==> src/rtl/afl_pkg.sv <==
// shared types and constants for the audio frame level meter
// no dependencies; every other file imports this package
package afl_pkg;

    localparam int RAW_W     = 32;
    localparam int PCM_W     = 16;
    localparam int THR_W     = 24;
    localparam int SHIFT_W   = 5;
    localparam int LEN_W     = 11;
    localparam int CFG_IDX_W = 1;

    // register indexes on the configuration port
    localparam logic [CFG_IDX_W-1:0] REG_THRESHOLD  = 1'd0;
    localparam logic [CFG_IDX_W-1:0] REG_DOWN_SHIFT = 1'd1;

    localparam logic [THR_W-1:0]   THR_RESET   = 24'd0;
    localparam logic [SHIFT_W-1:0] SHIFT_RESET = 5'd14;

    // full 16x16 product width, and bits needed by the largest square (2^30)
    localparam int SQ_W     = 32;
    localparam int MAG_SQ_W = 31;

    // mean square is scaled by 2^16 so the root comes out in Q16.8
    localparam int FRAC_W     = 16;
    // mean square <= 2^30, scaled <= 2^46
    localparam int QUOT_W     = 47;
    localparam int ROOT_W     = 24;
    localparam int ROOT_STEPS = 24;
    localparam logic [QUOT_W-1:0] ROOT_BIT_START = {1'b1, {(QUOT_W-1){1'b0}}};

    typedef struct packed {
        logic signed [RAW_W-1:0] raw_slot;
        logic                    frame_end;
    } sample_t;

    typedef struct packed {
        logic signed [PCM_W-1:0] pcm_sample;
        logic                    frame_done;
        logic [PCM_W-1:0]        frame_peak;
        logic [ROOT_W-1:0]       frame_rms_q8;
        logic                    above_gate;
        logic [LEN_W-1:0]        frame_length;
    } result_t;

    // output of the shared subtract and compare unit
    typedef struct packed {
        logic              ge;
        logic [QUOT_W-1:0] diff;
    } sub_res_t;

endpackage

==> src/rtl/audio_frame_level_meter_unit.sv <==
// top level of the audio frame level meter: sample conversion, frame
// accumulation, configuration registers and result register
// depends on afl_pkg and afl_root_seq
//
// A sample that does not close a frame is taken, converted and accumulated,
// and its item appears in the result register on the next cycle. A
// sample that closes a frame (frame_end set, or the count reaching FRAME_MAX)
// holds off the input while the rms is worked out on one shared subtract and
// compare unit: a restoring divide at one quotient bit per cycle over
// 46 + clog2(FRAME_MAX + 1) bits, then a 24-step square root; the result is
// then loaded once the result register is free. A new sample is only taken
// when the result register is empty or its item leaves at the same edge.
// Configuration writes are always taken and must only be made while idle.
module audio_frame_level_meter_unit #(
    parameter int FRAME_MAX = 1024
) (
    input  logic                          clk,
    input  logic                          rst_n,
    input  logic                          sample_valid,
    output logic                          sample_ready,
    input  afl_pkg::sample_t              sample,
    output logic                          result_valid,
    input  logic                          result_ready,
    output afl_pkg::result_t              result,
    input  logic                          cfg_valid,
    output logic                          cfg_ready,
    input  logic [afl_pkg::CFG_IDX_W-1:0] cfg_index,
    input  logic [afl_pkg::THR_W-1:0]     cfg_data
);
    import afl_pkg::*;

    localparam int CNT_W = $clog2(FRAME_MAX + 1);
    localparam int SUM_W = MAG_SQ_W - 1 + CNT_W;

    localparam logic [1:0] T_IDLE = 2'd0;
    localparam logic [1:0] T_ROOT = 2'd1;
    localparam logic [1:0] T_LOAD = 2'd2;

    logic [1:0]         state_reg, state_next;
    logic [THR_W-1:0]   thr_reg, thr_next;
    logic [SHIFT_W-1:0] shift_reg, shift_next;
    logic [CNT_W-1:0]   cnt_reg, cnt_next;
    logic [PCM_W-1:0]   peak_reg, peak_next;
    logic [SUM_W-1:0]   sum_reg, sum_next;
    logic               result_valid_reg, result_valid_next;
    result_t            result_reg, result_next;
    logic [PCM_W-1:0]   hold_pcm_reg, hold_pcm_next;
    logic [PCM_W-1:0]   hold_peak_reg, hold_peak_next;
    logic [LEN_W-1:0]   hold_len_reg, hold_len_next;

    logic signed [RAW_W-1:0] shifted;
    logic [PCM_W-1:0]        pcm;
    logic [PCM_W-1:0]        mag;
    logic [SQ_W-1:0]         sq;
    logic [CNT_W-1:0]        cnt_inc;
    logic [PCM_W-1:0]        peak_new;
    logic [SUM_W-1:0]        sum_new;
    logic                    closes;
    logic                    accept;
    logic                    out_free;
    logic                    seq_done;
    logic [ROOT_W-1:0]       seq_root;

    assign out_free     = !result_valid_reg || result_ready;
    assign sample_ready = (state_reg == T_IDLE) && out_free;
    assign accept       = sample_valid && sample_ready;
    assign cfg_ready    = 1'b1;

    assign shifted  = sample.raw_slot >>> shift_reg;
    assign pcm      = shifted[PCM_W-1:0];
    // -32768 maps onto 32768, which still fits the unsigned field
    assign mag      = pcm[PCM_W-1] ? (~pcm + 1'b1) : pcm;
    assign sq       = mag * mag;
    assign cnt_inc  = cnt_reg + 1'b1;
    assign peak_new = (mag > peak_reg) ? mag : peak_reg;
    assign sum_new  = sum_reg + SUM_W'(sq);
    assign closes   = sample.frame_end || (cnt_inc == CNT_W'(FRAME_MAX));

    afl_root_seq #(
        .SUM_W (SUM_W),
        .CNT_W (CNT_W)
    ) u_root_seq (
        .clk   (clk),
        .rst_n (rst_n),
        .start (accept && closes),
        .sum   (sum_new),
        .count (cnt_inc),
        .done  (seq_done),
        .root  (seq_root)
    );

    always_comb
    begin
        state_next        = state_reg;
        thr_next          = thr_reg;
        shift_next        = shift_reg;
        cnt_next          = cnt_reg;
        peak_next         = peak_reg;
        sum_next          = sum_reg;
        result_valid_next = result_valid_reg;
        result_next       = result_reg;
        hold_pcm_next     = hold_pcm_reg;
        hold_peak_next    = hold_peak_reg;
        hold_len_next     = hold_len_reg;

        if (cfg_valid)
        begin
            case (cfg_index)
                REG_THRESHOLD:  thr_next   = cfg_data;
                REG_DOWN_SHIFT: shift_next = cfg_data[SHIFT_W-1:0];
                default:        ;
            endcase
        end

        if (result_valid_reg && result_ready)
        begin
            result_valid_next = 1'b0;
        end

        case (state_reg)
            T_IDLE:
            begin
                if (accept)
                begin
                    if (closes)
                    begin
                        cnt_next       = '0;
                        peak_next      = '0;
                        sum_next       = '0;
                        hold_pcm_next  = pcm;
                        hold_peak_next = peak_new;
                        hold_len_next  = LEN_W'(cnt_inc);
                        state_next     = T_ROOT;
                    end
                    else
                    begin
                        cnt_next                 = cnt_inc;
                        peak_next                = peak_new;
                        sum_next                 = sum_new;
                        result_next              = '0;
                        result_next.pcm_sample   = pcm;
                        result_valid_next        = 1'b1;
                    end
                end
            end
            T_ROOT:
            begin
                if (seq_done)
                begin
                    state_next = T_LOAD;
                end
            end
            T_LOAD:
            begin
                if (out_free)
                begin
                    result_next.pcm_sample   = hold_pcm_reg;
                    result_next.frame_done   = 1'b1;
                    result_next.frame_peak   = hold_peak_reg;
                    result_next.frame_rms_q8 = seq_root;
                    result_next.above_gate   = (seq_root >= thr_reg);
                    result_next.frame_length = hold_len_reg;
                    result_valid_next        = 1'b1;
                    state_next               = T_IDLE;
                end
            end
            default:
            begin
                state_next = T_IDLE;
            end
        endcase
    end

    always_ff @(posedge clk or negedge rst_n)
    begin
        if (!rst_n)
        begin
            state_reg        <= T_IDLE;
            thr_reg          <= THR_RESET;
            shift_reg        <= SHIFT_RESET;
            cnt_reg          <= '0;
            peak_reg         <= '0;
            sum_reg          <= '0;
            result_valid_reg <= 1'b0;
        end
        else
        begin
            state_reg        <= state_next;
            thr_reg          <= thr_next;
            shift_reg        <= shift_next;
            cnt_reg          <= cnt_next;
            peak_reg         <= peak_next;
            sum_reg          <= sum_next;
            result_valid_reg <= result_valid_next;
        end
    end

    always_ff @(posedge clk)
    begin
        result_reg    <= result_next;
        hold_pcm_reg  <= hold_pcm_next;
        hold_peak_reg <= hold_peak_next;
        hold_len_reg  <= hold_len_next;
    end

    assign result_valid = result_valid_reg;
    assign result       = result_reg;

endmodule

==> src/rtl/afl_sub_unit.sv <==
// shared subtract and compare unit used by the divide and square root steps
// depends on afl_pkg
module afl_sub_unit (
    input  logic [afl_pkg::QUOT_W-1:0] a,
    input  logic [afl_pkg::QUOT_W-1:0] b,
    output afl_pkg::sub_res_t          res
);
    import afl_pkg::*;

    logic [QUOT_W:0] wide_diff;

    assign wide_diff = {1'b0, a} - {1'b0, b};
    assign res.ge    = ~wide_diff[QUOT_W];
    assign res.diff  = wide_diff[QUOT_W-1:0];

endmodule

==> src/rtl/afl_root_seq.sv <==
// sequencer for the frame rms: restoring divide of the scaled square sum by
// the sample count, then bit-pair square root, both on one shared unit
// depends on afl_pkg and afl_sub_unit
module afl_root_seq #(
    parameter int SUM_W = 41,
    parameter int CNT_W = 11
) (
    input  logic                       clk,
    input  logic                       rst_n,
    input  logic                       start,
    input  logic [SUM_W-1:0]           sum,
    input  logic [CNT_W-1:0]           count,
    output logic                       done,
    output logic [afl_pkg::ROOT_W-1:0] root
);
    import afl_pkg::*;

    localparam int DIV_W  = SUM_W + FRAC_W;
    localparam int STEP_W = $clog2(DIV_W);

    localparam logic [1:0] S_IDLE = 2'd0;
    localparam logic [1:0] S_DIV  = 2'd1;
    localparam logic [1:0] S_SQRT = 2'd2;

    logic [1:0]        state_reg, state_next;
    logic [STEP_W-1:0] step_reg, step_next;
    logic [DIV_W-1:0]  div_reg, div_next;
    logic [CNT_W-1:0]  rem_reg, rem_next;
    logic [CNT_W-1:0]  den_reg, den_next;
    logic [QUOT_W-1:0] v_reg, v_next;
    logic [QUOT_W-1:0] root_reg, root_next;
    logic [QUOT_W-1:0] bit_reg, bit_next;

    logic [CNT_W:0]    trial;
    logic [QUOT_W-1:0] root_bit;
    logic [QUOT_W-1:0] unit_a;
    logic [QUOT_W-1:0] unit_b;
    sub_res_t          sub;

    assign trial    = {rem_reg, div_reg[DIV_W-1]};
    assign root_bit = root_reg + bit_reg;
    assign unit_a   = (state_reg == S_DIV) ? QUOT_W'(trial) : v_reg;
    assign unit_b   = (state_reg == S_DIV) ? QUOT_W'(den_reg) : root_bit;

    afl_sub_unit u_sub (
        .a   (unit_a),
        .b   (unit_b),
        .res (sub)
    );

    always_comb
    begin
        logic [DIV_W-1:0] quot;
        quot       = {div_reg[DIV_W-2:0], sub.ge};
        state_next = state_reg;
        step_next  = step_reg;
        div_next   = div_reg;
        rem_next   = rem_reg;
        den_next   = den_reg;
        v_next     = v_reg;
        root_next  = root_reg;
        bit_next   = bit_reg;
        case (state_reg)
            S_IDLE:
            begin
                if (start)
                begin
                    state_next = S_DIV;
                    step_next  = STEP_W'(DIV_W - 1);
                    div_next   = {sum, {FRAC_W{1'b0}}};
                    rem_next   = '0;
                    den_next   = count;
                end
            end
            S_DIV:
            begin
                // one quotient bit per cycle
                rem_next = sub.ge ? sub.diff[CNT_W-1:0] : trial[CNT_W-1:0];
                div_next = quot;
                if (step_reg == '0)
                begin
                    state_next = S_SQRT;
                    step_next  = STEP_W'(ROOT_STEPS - 1);
                    v_next     = quot[QUOT_W-1:0];
                    root_next  = '0;
                    bit_next   = ROOT_BIT_START;
                end
                else
                begin
                    step_next = step_reg - 1'b1;
                end
            end
            S_SQRT:
            begin
                // one root bit per cycle
                if (sub.ge)
                begin
                    v_next    = sub.diff;
                    root_next = (root_reg >> 1) + bit_reg;
                end
                else
                begin
                    root_next = root_reg >> 1;
                end
                bit_next = bit_reg >> 2;
                if (step_reg == '0)
                begin
                    state_next = S_IDLE;
                end
                else
                begin
                    step_next = step_reg - 1'b1;
                end
            end
            default:
            begin
                state_next = S_IDLE;
            end
        endcase
    end

    always_ff @(posedge clk or negedge rst_n)
    begin
        if (!rst_n)
        begin
            state_reg <= S_IDLE;
            step_reg  <= '0;
        end
        else
        begin
            state_reg <= state_next;
            step_reg  <= step_next;
        end
    end

    always_ff @(posedge clk)
    begin
        div_reg  <= div_next;
        rem_reg  <= rem_next;
        den_reg  <= den_next;
        v_reg    <= v_next;
        root_reg <= root_next;
        bit_reg  <= bit_next;
    end

    assign done = (state_reg == S_SQRT) && (step_reg == '0);
    assign root = root_reg[ROOT_W-1:0];

endmodule

==> config.mk <==
export PLATFORM = sky130hd
export DESIGN_NAME = audio_frame_level_meter_unit
export DESIGN_NICKNAME = d
export VERILOG_FILES = /design/src/rtl/afl_pkg.sv /design/src/rtl/audio_frame_level_meter_unit.sv /design/src/rtl/afl_sub_unit.sv /design/src/rtl/afl_root_seq.sv
export SDC_FILE = /design/constraint.sdc
export NUM_CORES = 2
export LEC_CHECK = 0
export BUFFER_PORTS_ARGS = -buffer_cell sky130_fd_sc_hd__buf_2
export CELL_PAD_IN_SITES_DETAIL_PLACEMENT = 1
export CELL_PAD_IN_SITES_GLOBAL_PLACEMENT = 1
export CORE_MARGIN = 2
export CORE_UTILIZATION = 55
export CTS_BUF_LIST = sky130_fd_sc_hd__clkbuf_8
export DETAILED_ROUTE_END_ITERATION = 10
export PLACE_DENSITY = 0.93
export SLEW_MARGIN = 10
export SYNTH_ARGS = -nofsm -noshare
export SYNTH_HDL_FRONTEND = slang
export SYNTH_SLANG_ARGS = --single-unit
==> constraint.sdc <==
create_clock -name clk -period 23.8 [get_ports clk]
set_input_delay 1.19 -clock clk [delete_from_list [all_inputs] [get_ports clk]]
set_output_delay 1.19 -clock clk [all_outputs]
set_load 0.03 [all_outputs]
==> reports/qor.csv <==
stage,metric,value,unit
timing,skew,0.0726,ns
route,drt_iter0_drc,4328,
logic_synthesis,synth_compound_area_share,15.0,%
global_route,busiest_layer,met2,
critical_path,reg2reg_depth,31,
route,dr_total_vias,32500,
logic_synthesis,syn-instance-count,3577,
global_route,met1_usage,46.0,%
placed_design,io_buffers,133,
clock_network,clk_pin_slew,0.07,ns
floorplan,ios,135,
timing,fin_crit,12.59,ns
timing,worst_pin_slew,1.41,ns
timing,setup_violations,0,
hold_path,min_path_type,reg -> reg,
clock_network,cts_tree,yes,
critical_path,crit_fanout,37,
logic_synthesis,synth-simple-area-share,14.6,%
critical_path,startpoint_type,flip-flop,
logic_synthesis,synth_edf_count,309,
layout,layout_common_cells,"456 x inv_1, 368 x nand2_1, 309 x edfxtp_1",
route,viasPerCell,7.10,
clock_network,cts_root_buf,clkbuf_8,
clock_network,post_cts_buffers,0,
timing,max_freq,0.0795,GHz
route,drc_errors,0,
floorplan,floorplan.rows,92,
logic_synthesis,syn_area,34800,um2
clock_network,clk_latency,0.75,ns
route,drt-total-wl,144000,um
logic_synthesis,synth_fa_ha_area_share,20.2,%
logic_synthesis,synth_ff_type,edfxtp_1,
layout,syn_to_final_growth,8.42,%
global_route,antenna_found_initial,7,
placed_design,gp_congestion,0.922,
layout,largest_reg_flops,69,
timing,finalHoldViolCount,0,
logic_synthesis,synth_top_family_by_area,adder cells,
status,status,finished clean,
route,wl_per_cell,31.4,um
timing,max-slew-margin-rel,4.92,%
floorplan,start_util,55.4,%
logic_synthesis,ys_types,87,
logic_synthesis,async_flop_share,25.9,%
timing,fin_tns_setup,0,ns
logic_synthesis,synthMuxAreaShare,4.94,%
floorplan,die_h,255,um
floorplan,dieArea,65200,um2
logic_synthesis,synth_top_cell_area_share,26.7,%
hold_path,min_path_cells,1,
layout,final_common_cell,inv_1,
layout,nets,4173,
placed_design,dp_hpwl,86500,um
global_route,gr-total-overflow,0,
critical_path,worstSetupPathType,reg -> reg,
logic_synthesis,yosysTopAreaCell,edfxtp_1,
global_route,grtUsageTotal,43.5,%
logic_synthesis,seq_area_frac_synth,34.5,%
clock_network,htree_levels,3,
logic_synthesis,ys_warn_count,0,
global_route,gr-usage-met3,13.4,%
floorplan,die_w,255,um
critical_path,required,24.19,ns
timing,rsz0062_at_grt,no,
logic_synthesis,synth_area_leaders,"edfxtp_1 27%, fa_1 11%, ha_1 9.0%, dfrtp_1 7.6%, inv_1 4.6%",
clock_network,post_cts_resized,0,
clock_network,ctsHoldBuffers,0,
clock_network,cts_buffers,76,
layout,drive_gt1_share,11.7,%
route,ant_nets,0,
global_route,grt_use_met2,69.6,%
critical_path,crit_arrival,12.97,ns
clock_network,max-clock-path-buffers,3,
global_route,grt_start_max_net_pins,97,
logic_synthesis,syn_area_per_cell,9.72,um2
floorplan,core,62700,um2
timing,finalCritPeriodShare,52.9,%
critical_path,end_kind,flip-flop,
clock_network,clkSinkCount,417,
job,max-cap-violations,0,
critical_path,crit_top_cell,fa_1,
timing,drv_slew,0,
critical_path,slowest_delay,1.22,ns
global_route,grt_pass1_vias,35600,
logic_synthesis,ys_ff_latch,417,
global_route,grt_pass1_wl,218000,um
critical_path,slowest_stage,dfstp_2,
logic_synthesis,synth-xor-area-share,4.08,%
route,dr.pass1.iters,8,
cell type report:
class,instances,area (um2)
clock buffers,80,1100
well taps,846,1060
clock inverters,60,380
fillers,6943,25100
repair buffers,172,961
inverters,437,1640
multi-input cells,2562,20500
diodes,2,5.00
flip-flops and latches,417,12000
synth_stat cells, drive strengths merged (70+ instances only):
master	n
ha	249
xnor2	105
inv	436
nand2	372
nor2	182
o21ai	189
a21o	70
dfrtp	105
fa	195
and2	121
a21oi	171
clkbuf	135
edfxtp	309
through the flow:
step | std cells | utilization [%] | worst slack [ns] | hold slack, ns | instance area, um2
global placement | 4434 | 57.7 | 12.92 | 0.461 | 36200
CTS | 4574 | 60.1 | 11.75 | 0.512 | 37700
floorplan | 3587 | - | 14.19 | 0.443 | 34800
detailed placement | 4434 | 57.7 | 12.43 | 0.480 | 36200
finish | 4576 | 60.1 | 11.21 | 0.515 | 37700
global route | 4576 | 60.1 | 11.04 | 0.531 | 37700
cell families after synthesis:
family / Yosys count
AND/OR/NAND/NOR: 1036
AO/OA/AOI/OAI: 791
buffers and inverters: 608
adder cells (fa/ha/maj): 444
flip-flops: 417
XOR/XNOR: 156
multiplexers: 123
other: 2
final timing paths:
check	end	slack (ns)	startpoint
setup / recovery	u_root_seq.div_reg[41]$_DFFE_PP_	11.21	shift_reg[1]$_DFFE_PN1P_
hold / removal	peak_reg[5]$_DFFE_PN0P_	0.51	peak_reg[5]$_DFFE_PN0P_
setup reg to reg	u_root_seq.div_reg[41]$_DFFE_PP_	11.21	shift_reg[1]$_DFFE_PN1P_
hold reg to reg	peak_reg[5]$_DFFE_PN0P_	0.51	peak_reg[5]$_DFFE_PN0P_
max in group asynchronous	sum_reg[34]$_DFFE_PN0P_	21.73	rst_n
min in group asynchronous	thr_reg[5]$_DFFE_PN0P_	0.55	rst_n
critical path, delay by kind of cell, from the launching register on:
kind | cells | cell delay (ns)
AND/OR/NAND/NOR | 6 | 2.33
AO/OA/AOI/OAI | 9 | 2.98
flip-flops | 1 | 1.22
multiplexers | 2 | 0.70
adder cells (fa/ha/maj) | 7 | 3.53
buffers and inverters | 6 | 1.15
XOR/XNOR | 1 | 0.27
per-layer routing:
layer | up-vias | share of wire (%)
met5 | - | 0.051
met4 | 12 | 11
met3 | 1201 | 11
met2 | 2808 | 46
met1 | 15700 | 32
li1 | 12700 | -
Power is left out: the tool's default activity adds up to more than one toggle a clock period on the data nets, which glitch-free logic cannot reach.
